`src/rtl/sha256_hash_macros.svh`:
```
// Assertion macros shared by the SHA-256 RTL.
// Expects clk and arst_n in the scope where a macro is used.
`ifndef SHA256_HASH_MACROS_SVH
`define SHA256_HASH_MACROS_SVH

// Property that must hold at every clock edge out of reset.
`define SHA256_CHECK(lbl, prop, msg) \
	lbl: assert property (@(posedge clk) disable iff (!arst_n) (prop)) else $error(msg);

// Consequent that must hold in the cycle after the antecedent.
`define SHA256_NEXT(lbl, ante, cons, msg) \
	lbl: assert property (@(posedge clk) disable iff (!arst_n) (ante) |=> (cons)) \
		else $error(msg);

`endif

```
`src/rtl/sha256_pkg.sv`:
```
// Constants, types and round functions for the SHA-256 core.
// No dependencies; used by sha256_round and sha256_hash.
package sha256_pkg;

	typedef logic [31:0] word_t;

	localparam int unsigned RND_W = 6;
	localparam int unsigned SEL_W = 3;

	localparam word_t PAD_WORD = 32'h8000_0000;

	localparam word_t ROUND_K [64] = '{
		32'h428a2f98, 32'h71374491, 32'hb5c0fbcf, 32'he9b5dba5,
		32'h3956c25b, 32'h59f111f1, 32'h923f82a4, 32'hab1c5ed5,
		32'hd807aa98, 32'h12835b01, 32'h243185be, 32'h550c7dc3,
		32'h72be5d74, 32'h80deb1fe, 32'h9bdc06a7, 32'hc19bf174,
		32'he49b69c1, 32'hefbe4786, 32'h0fc19dc6, 32'h240ca1cc,
		32'h2de92c6f, 32'h4a7484aa, 32'h5cb0a9dc, 32'h76f988da,
		32'h983e5152, 32'ha831c66d, 32'hb00327c8, 32'hbf597fc7,
		32'hc6e00bf3, 32'hd5a79147, 32'h06ca6351, 32'h14292967,
		32'h27b70a85, 32'h2e1b2138, 32'h4d2c6dfc, 32'h53380d13,
		32'h650a7354, 32'h766a0abb, 32'h81c2c92e, 32'h92722c85,
		32'ha2bfe8a1, 32'ha81a664b, 32'hc24b8b70, 32'hc76c51a3,
		32'hd192e819, 32'hd6990624, 32'hf40e3585, 32'h106aa070,
		32'h19a4c116, 32'h1e376c08, 32'h2748774c, 32'h34b0bcb5,
		32'h391c0cb3, 32'h4ed8aa4a, 32'h5b9cca4f, 32'h682e6ff3,
		32'h748f82ee, 32'h78a5636f, 32'h84c87814, 32'h8cc70208,
		32'h90befffa, 32'ha4506ceb, 32'hbef9a3f7, 32'hc67178f2
	};

	localparam word_t INIT_H [8] = '{
		32'h6a09e667, 32'hbb67ae85, 32'h3c6ef372, 32'ha54ff53a,
		32'h510e527f, 32'h9b05688c, 32'h1f83d9ab, 32'h5be0cd19
	};

	// Control from the sequencer to the round unit.
	typedef struct packed {
		logic              load;      // shift load_word into the schedule window
		word_t             load_word;
		logic              start;     // copy chain into working registers
		logic              round;     // run one round and roll the window
		logic [RND_W-1:0]  rnd;
		logic              fold;      // add working registers into chain
		logic              restore;   // return chain to the initial value
		logic [SEL_W-1:0]  sel;       // chain word shown on the read port
	} rnd_ctl_t;

	function automatic word_t rotr(word_t x, int unsigned n);
		return (x >> n) | (x << (32 - n));
	endfunction

	function automatic word_t bsig0(word_t x);
		return rotr(x, 2) ^ rotr(x, 13) ^ rotr(x, 22);
	endfunction

	function automatic word_t bsig1(word_t x);
		return rotr(x, 6) ^ rotr(x, 11) ^ rotr(x, 25);
	endfunction

	function automatic word_t ssig0(word_t x);
		return rotr(x, 7) ^ rotr(x, 18) ^ (x >> 3);
	endfunction

	function automatic word_t ssig1(word_t x);
		return rotr(x, 17) ^ rotr(x, 19) ^ (x >> 10);
	endfunction

endpackage

```
`src/rtl/sha256_round.sv`:
```
// SHA-256 round unit: 16-word schedule window, working registers and chain value.
// Depends on sha256_pkg; driven one step per cycle by sha256_hash.
module sha256_round import sha256_pkg::*; (
	input  logic      clk,
	input  logic      arst_n,
	input  rnd_ctl_t  ctl,
	output word_t     chain_word
);

	word_t win_q [16];
	word_t work_q [8];
	word_t chain_q [8];

	word_t sched_c;
	word_t new_word_c;
	word_t t1_c;
	word_t t2_c;
	word_t ch_c;
	word_t maj_c;

	always_comb begin
		sched_c = ssig1(win_q[14]) + win_q[9] + ssig0(win_q[1]) + win_q[0];
		new_word_c = ctl.load ? ctl.load_word : sched_c;
		ch_c = (work_q[4] & work_q[5]) ^ (~work_q[4] & work_q[6]);
		maj_c = (work_q[0] & work_q[1]) ^ (work_q[0] & work_q[2]) ^ (work_q[1] & work_q[2]);
		t1_c = work_q[7] + bsig1(work_q[4]) + ch_c + ROUND_K[ctl.rnd] + win_q[0];
		t2_c = bsig0(work_q[0]) + maj_c;
	end

	assign chain_word = chain_q[ctl.sel];

	// Window: oldest word at index 0, which is the schedule word of this round.
	always_ff @(posedge clk) begin
		if (ctl.load || ctl.round) begin
			for (int i = 0; i < 15; i++) begin
				win_q[i] <= win_q[i+1];
			end
			win_q[15] <= new_word_c;
		end
	end

	always_ff @(posedge clk) begin
		if (ctl.start) begin
			for (int i = 0; i < 8; i++) begin
				work_q[i] <= chain_q[i];
			end
		end else if (ctl.round) begin
			work_q[7] <= work_q[6];
			work_q[6] <= work_q[5];
			work_q[5] <= work_q[4];
			work_q[4] <= work_q[3] + t1_c;
			work_q[3] <= work_q[2];
			work_q[2] <= work_q[1];
			work_q[1] <= work_q[0];
			work_q[0] <= t1_c + t2_c;
		end
	end

	always_ff @(posedge clk or negedge arst_n) begin
		if (!arst_n) begin
			for (int i = 0; i < 8; i++) begin
				chain_q[i] <= INIT_H[i];
			end
		end else if (ctl.restore) begin
			for (int i = 0; i < 8; i++) begin
				chain_q[i] <= INIT_H[i];
			end
		end else if (ctl.fold) begin
			for (int i = 0; i < 8; i++) begin
				chain_q[i] <= chain_q[i] + work_q[i];
			end
		end
	end

endmodule

```
`src/rtl/sha256_hash.sv`:
```
// SHA-256 hasher top level: input sequencer, padding, length count, digest output.
// Depends on sha256_pkg, sha256_round and sha256_hash_macros.svh.
//
// Usage: feed the message on the s_ channel as big-endian 32-bit words, first
// byte in bits 31..24. Mark the final word with s_tlast and give its count of
// valid leading bytes (0 to 4, larger values count as 4) in s_tdata[34:32].
// After the final word the block pads the message, appends the bit length and
// sends eight digest beats on the m_ channel, word 0 first, m_tlast on word 7.
// Timing: a word that does not complete a block leaves s_tready high. The word
// that completes a block is followed by a busy phase (64 rounds on the shared
// round unit, one chaining add). After the final word, padding words enter at
// one per cycle, each padded block then takes a start step, 64 rounds and one
// chaining add, and then the digest leaves at one beat per cycle while the m_
// channel does not stall.
// s_tready is high only while the sequencer waits for input. A stalled m_
// channel holds the current beat and pauses the digest sequence; the next
// message may be taken while the last digest beat still waits.
// Reset restores the initial chaining value and clears length and fill.
`include "sha256_hash_macros.svh"

module sha256_hash import sha256_pkg::*; (
	input  logic        clk,
	input  logic        arst_n,
	input  logic        s_tvalid,
	output logic        s_tready,
	input  logic [39:0] s_tdata,   // [31:0] data_word, [34:32] valid_bytes, [39:35] zero
	input  logic        s_tlast,   // last
	output logic        m_tvalid,
	input  logic        m_tready,
	output logic [39:0] m_tdata,   // [31:0] digest_word, [34:32] word_index, [39:35] zero
	output logic        m_tlast    // last_word
);

	typedef enum logic [4:0] {
		ST_IDLE = 5'b00001,
		ST_PAD  = 5'b00010,
		ST_COMP = 5'b00100,
		ST_FOLD = 5'b01000,
		ST_OUT  = 5'b10000
	} state_t;

	state_t           state_q;
	logic [4:0]       cnt_q;
	logic [RND_W-1:0] rnd_q;
	logic [SEL_W-1:0] idx_q;
	logic [63:0]      len_q;
	logic             pend_q;
	logic             len_ok_q;
	logic             final_q;
	logic             pad_q;
	logic             m_tvalid_q;
	word_t            m_word_q;
	logic [SEL_W-1:0] m_idx_q;
	logic             m_last_q;

	rnd_ctl_t   ctl;
	word_t      chain_word;
	word_t      in_data;
	logic [2:0] vb_c;
	word_t      tail_word_c;
	word_t      pad_word_c;
	logic       s_acc;
	logic       out_load;

	assign in_data = s_tdata[31:0];
	assign vb_c    = (s_tdata[34:32] > 3'd4) ? 3'd4 : s_tdata[34:32];
	assign s_tready = (state_q == ST_IDLE);
	assign s_acc    = s_tvalid && s_tready;
	assign out_load = (state_q == ST_OUT) && (!m_tvalid_q || m_tready);

	// Final word: drop bytes past the valid count and, with fewer than four valid bytes, place the marker byte.
	always_comb begin
		case (vb_c)
			3'd0:    tail_word_c = PAD_WORD;
			3'd1:    tail_word_c = {in_data[31:24], 24'h80_0000};
			3'd2:    tail_word_c = {in_data[31:16], 16'h8000};
			3'd3:    tail_word_c = {in_data[31:8], 8'h80};
			default: tail_word_c = in_data;
		endcase
	end

	always_comb begin
		if (pend_q) begin
			pad_word_c = PAD_WORD;
		end else if (len_ok_q && cnt_q == 5'd14) begin
			pad_word_c = len_q[63:32];
		end else if (len_ok_q && cnt_q == 5'd15) begin
			pad_word_c = len_q[31:0];
		end else begin
			pad_word_c = '0;
		end
	end

	always_comb begin
		ctl = '0;
		ctl.rnd = rnd_q;
		ctl.sel = idx_q;
		unique case (state_q)
			ST_IDLE: begin
				ctl.load      = s_acc;
				ctl.load_word = s_tlast ? tail_word_c : in_data;
				ctl.start     = s_acc && !s_tlast && cnt_q == 5'd15;
			end
			ST_PAD: begin
				ctl.start     = (cnt_q == 5'd16);
				ctl.load      = (cnt_q != 5'd16);
				ctl.load_word = pad_word_c;
			end
			ST_COMP: ctl.round = 1'b1;
			ST_FOLD: ctl.fold = 1'b1;
			ST_OUT:  ctl.restore = out_load && idx_q == 3'd7;
			default: ctl = '0;
		endcase
	end

	sha256_round u_round (
		.clk        (clk),
		.arst_n     (arst_n),
		.ctl        (ctl),
		.chain_word (chain_word)
	);

	always_ff @(posedge clk or negedge arst_n) begin
		if (!arst_n) begin
			state_q  <= ST_IDLE;
			cnt_q    <= '0;
			rnd_q    <= '0;
			idx_q    <= '0;
			len_q    <= '0;
			pend_q   <= 1'b0;
			len_ok_q <= 1'b0;
			final_q  <= 1'b0;
			pad_q    <= 1'b0;
		end else begin
			unique case (state_q)
				ST_IDLE: begin
					if (s_acc) begin
						cnt_q <= 5'(cnt_q + 5'd1);
						if (s_tlast) begin
							len_q    <= len_q + 64'({vb_c, 3'b000});
							pend_q   <= (vb_c == 3'd4);
							len_ok_q <= (cnt_q <= 5'd13);
							final_q  <= 1'b0;
							pad_q    <= 1'b1;
							state_q  <= ST_PAD;
						end else begin
							len_q <= len_q + 64'd32;
							if (cnt_q == 5'd15) begin
								rnd_q   <= '0;
								state_q <= ST_COMP;
							end
						end
					end
				end
				ST_PAD: begin
					if (cnt_q == 5'd16) begin
						rnd_q   <= '0;
						state_q <= ST_COMP;
					end else begin
						cnt_q <= 5'(cnt_q + 5'd1);
						if (pend_q) begin
							pend_q   <= 1'b0;
							len_ok_q <= (cnt_q <= 5'd13);
						end else if (len_ok_q && cnt_q == 5'd15) begin
							final_q <= 1'b1;
						end
					end
				end
				ST_COMP: begin
					rnd_q <= RND_W'(rnd_q + 1'b1);
					if (rnd_q == '1) begin
						state_q <= ST_FOLD;
					end
				end
				ST_FOLD: begin
					cnt_q <= '0;
					if (final_q) begin
						idx_q   <= '0;
						state_q <= ST_OUT;
					end else if (pad_q) begin
						// extra block: a pending marker word, if any, then zeros and the length
						len_ok_q <= 1'b1;
						state_q  <= ST_PAD;
					end else begin
						state_q <= ST_IDLE;
					end
				end
				ST_OUT: begin
					if (out_load) begin
						idx_q <= SEL_W'(idx_q + 1'b1);
						if (idx_q == 3'd7) begin
							len_q   <= '0;
							cnt_q   <= '0;
							pad_q   <= 1'b0;
							final_q <= 1'b0;
							state_q <= ST_IDLE;
						end
					end
				end
				default: state_q <= ST_IDLE;
			endcase
		end
	end

	// Output register: hold the beat until taken.
	always_ff @(posedge clk or negedge arst_n) begin
		if (!arst_n) begin
			m_tvalid_q <= 1'b0;
		end else if (out_load) begin
			m_tvalid_q <= 1'b1;
		end else if (m_tready) begin
			m_tvalid_q <= 1'b0;
		end
	end

	always_ff @(posedge clk) begin
		if (out_load) begin
			m_word_q <= chain_word;
			m_idx_q  <= idx_q;
			m_last_q <= (idx_q == 3'd7);
		end
	end

	assign m_tvalid = m_tvalid_q;
	assign m_tdata  = {5'd0, m_idx_q, m_word_q};
	assign m_tlast  = m_last_q;

	`SHA256_CHECK(a_fill_bound, (state_q != ST_IDLE) || (cnt_q < 5'd16), "fill count overran while idle")
	`SHA256_NEXT(a_round_step, (state_q == ST_COMP) && (rnd_q != 6'd63), (state_q == ST_COMP) && (rnd_q == $past(rnd_q) + 6'd1), "round counter skipped")
	`SHA256_NEXT(a_msg_reset, out_load && (idx_q == 3'd7), (state_q == ST_IDLE) && (len_q == 64'd0) && (cnt_q == 5'd0), "message state not cleared after digest")

endmodule

```
`config.mk`:
```
export PLATFORM = sky130hd
export DESIGN_NAME = sha256_hash
export DESIGN_NICKNAME = d
export VERILOG_FILES = /design/src/rtl/sha256_pkg.sv /design/src/rtl/sha256_round.sv /design/src/rtl/sha256_hash.sv
export VERILOG_INCLUDE_DIRS = /design/src /design/src/rtl
export SDC_FILE = /design/constraint.sdc
export NUM_CORES = 2
export LEC_CHECK = 0
export BUFFER_PORTS_ARGS = -buffer_cell sky130_fd_sc_hd__buf_2
export CAP_MARGIN = 10
export CORE_ASPECT_RATIO = 1.75
export CORE_MARGIN = 8
export CORE_UTILIZATION = 57
export DETAILED_ROUTE_END_ITERATION = 10
export GPL_TIMING_DRIVEN = 0
export PLACE_DENSITY = 0.74
export SLEW_MARGIN = 20
export SYNTH_ARGS = -nofsm -noshare
export SYNTH_HDL_FRONTEND = slang
export SYNTH_SLANG_ARGS = --single-unit
```
`constraint.sdc`:
```
create_clock -name clk -period 18 [get_ports clk]
set_clock_uncertainty 0.1 [all_clocks]
set_input_delay 0.9 -clock clk [delete_from_list [all_inputs] [get_ports clk]]
set_output_delay 0.9 -clock clk [all_outputs]
set_load 0.03 [all_outputs]
```
==> metrics.yaml <==
cts_resized: 0
cpMostUsedCell: "a21oi_1"
holdPathEnd: "u_round.win_q[1][57]"
num-fill-cells: 10300
finalCriticalPeriod_ps: 17500
grt_max_degree: 81
hold_viol_final: 0
fmax_mhz: 57.2
dp_cells: 9052
drt_pre_antenna_iters: 7
critPathLaunch: "state_q[2]"
cts_max_level: 3
hold_buffers: 1
cts.path.max_buffers: 3
antenna_found_initial: 22
gp_congestion: 1.15
hpwlAfterDp_mm: 267
rows: 172
cts_buffers: 107
whs_ps: 311
post_cts_buffers: 0
synth_ff_type: "edfxtp_1"
synth-edff-count: 804
clkLatencyLatePin_ps: 850
dieArea_sq_um: 139000
critPathKind: "flop to flop"
drt_wl_total_mm: 350
crit_path_max_fanout: 12
antenna_left: 0
r2r_start: "state_q[2]"
async_reset_ff_share_pct: 29.8
die_h_microns: 487
r2r_slack_ps: 500
vias_per_cell: 6.93
status: "completed"
hold_class: "flop to flop"
portBuffers: 77
synth_cell_types: 103
top_usage_layer: "met2"
vias: 64400
coreArea_sq_um: 126000
slew-limit-headroom_pct: 1.82
yosysSeqAreaShare_pct: 45.5
gr-total-overflow: 0
drive_gt1_share_pct: 7.70
critPathCaptureType: "flop"
worstHoldStart: "u_round.win_q[1][89]"
clock-sinks: 1145
synth_area_sq_um: 72100
clkSlewWorstSetupHoldPaths_ps: 80
grt_pass1_wl_mm: 484
drtIter0Drc: 8264
wl_per_cell_microns: 37.7
cpPeakStageDelay_ps: 1090
period_share_pct: 97.2
r2r-end: "u_round.work_q[1][30]"
gr-usage-met1_pct: 45.3
use_met3_pct: 16.3
tns_ps: 0
setup_viol: 0
initial_utilization_pct: 57.4
use_met2_pct: 78.1
die_x_microns: 285
synth_warnings: 0
finalMaxSlewViolations: 0
cts_root_buf: "clkbuf_16"
holdPathStages: 0
maxCapViolations: 0
num-nets-final: 8161
tritoncts: "yes"
worst_slew_pin_slew_ps: 1460
arrival_ps: 17940
area_delta_synth_final_pct: 10.1
ys_ff_latch: 1145
instances_no_fill: 9289
synth_cells: 7291
required_ps: 18440
io_pins: 88
r2r_cells: 43
grt_pass1_vias: 64200
drc: 0
rsz0062_at_grt: "no"
avgSynthCellArea_sq_um: 9.89
critPathSlowestCell: "a211oi_1"
globalRouteTotalUtil_pct: 49.7
critPathLaunchType: "flop"
-- metal layers --
metal	vias up	share of wire, %
met2	5226	45
met5	-	0.027
met3	2309	10
met1	30500	28
li1	26400	-
met4	10	17
-- registers in the layout (all words and copies together), names as in the netlist, 3 cells and up --
| register | count |
|---|---|
| len_q | 61 |
| idx_q | 3 |
| state_q | 5 |
| u_round.work_q | 256 |
| m_word_q | 32 |
| cnt_q | 5 |
| u_round.win_q | 512 |
| m_idx_q | 3 |
| u_round.chain_q | 256 |
| rnd_q | 6 |
-- cell usage after synthesis (all sizes together) (38+ instances only) --
library cell / count / area (sq um)
nand3: 298 / 1500
dfstp: 137 / 3600
inv: 299 / 1120
xnor2: 392 / 3430
o211ai: 38 / 285
o21a: 56 / 420
fa: 196 / 3920
nor2: 417 / 1570
nor3: 118 / 606
edfxtp: 804 / 24100
a211oi: 84 / 631
a31oi: 46 / 309
buf: 47 / 203
or3: 43 / 269
a21oi: 552 / 2770
clkbuf: 322 / 1210
a21o: 150 / 1130
nand2: 1136 / 4260
nor2b: 57 / 357
xor2: 230 / 2010
nand2b: 72 / 450
and3: 54 / 338
o21ai: 635 / 3180
ha: 401 / 5020
dfrtp: 204 / 5100
-- critical path, delay by kind of cell, from the launching register on --
kind,cells,cell delay [ps]
AO/OA/AOI/OAI,21,6900
XOR/XNOR,3,1730
adder cells (fa/ha/maj),6,2890
buffers and inverters,7,3500
flip-flops,1,350
AND/OR/NAND/NOR,6,1650
-- worst max path at each step --
stage | end | cells past startpoint
detailed placement | u_round.work_q[1][30] | 43
global route | u_round.work_q[1][30] | 43
finish | u_round.work_q[1][30] | 43
CTS | u_round.work_q[1][30] | 43
floorplan | u_round.win_q[0][0] | 8
global placement | u_round.win_q[0][54] | 7
-- per-stage QoR --
step	setup slack, ps	area (sq um)	utilization, %
after floorplan	4060	72200	-
after global placement	-1940	74600	59.4
after detailed placement	2190	75400	60.0
after CTS	2150	79200	63.0
after global routing	436	79400	63.2
final	504	79500	63.2
-- area by class of cell --
class | instances | area [sq um] | share of cell area, %
Sequential cell | 1145 | 32800 | 41.3
Buffer | 369 | 1480 | 1.86
Clock inverter | 61 | 922 | 1.16
Multi-Input combinational cell | 5481 | 36900 | 46.5
Clock buffer | 138 | 2870 | 3.61
Inverter | 300 | 1130 | 1.42
Tap cell | 1653 | 2070 | 2.60
Timing Repair Buffer | 115 | 1130 | 1.43
Antenna cell | 27 | 67.6 | 0.0850
-- logic make-up after synthesis --
logic type / after synthesis / share of synthesized area (%)
AOI/OAI and AO/OA: 1868 / 15.8
xor gates and xnor gates: 622 / 7.55
adders and majority gates: 619 / 12.7
buffers and inverters: 669 / 3.52
DFF: 1145 / 45.5
muxes: 44 / 0.699
other: 1 / 0.00520
and+or+nand+nor: 2323 / 14.2
-- placed cells by master (no fill, tap or decap), types with 149 or more instances in the layout --
cell / n
dfrtp_1: 204
xnor2_1: 388
nor2_1: 416
fa_1: 196
nand3_1: 297
nand2_1: 1135
ha_1: 401
o21ai_0: 584
inv_1: 296
edfxtp_1: 804
a21oi_1: 548
clkbuf_1: 305
xor2_1: 230
a21o_1: 149
Power is not shown: default switching activity piles up to over one toggle a cycle in this logic, so the estimate is an artifact.
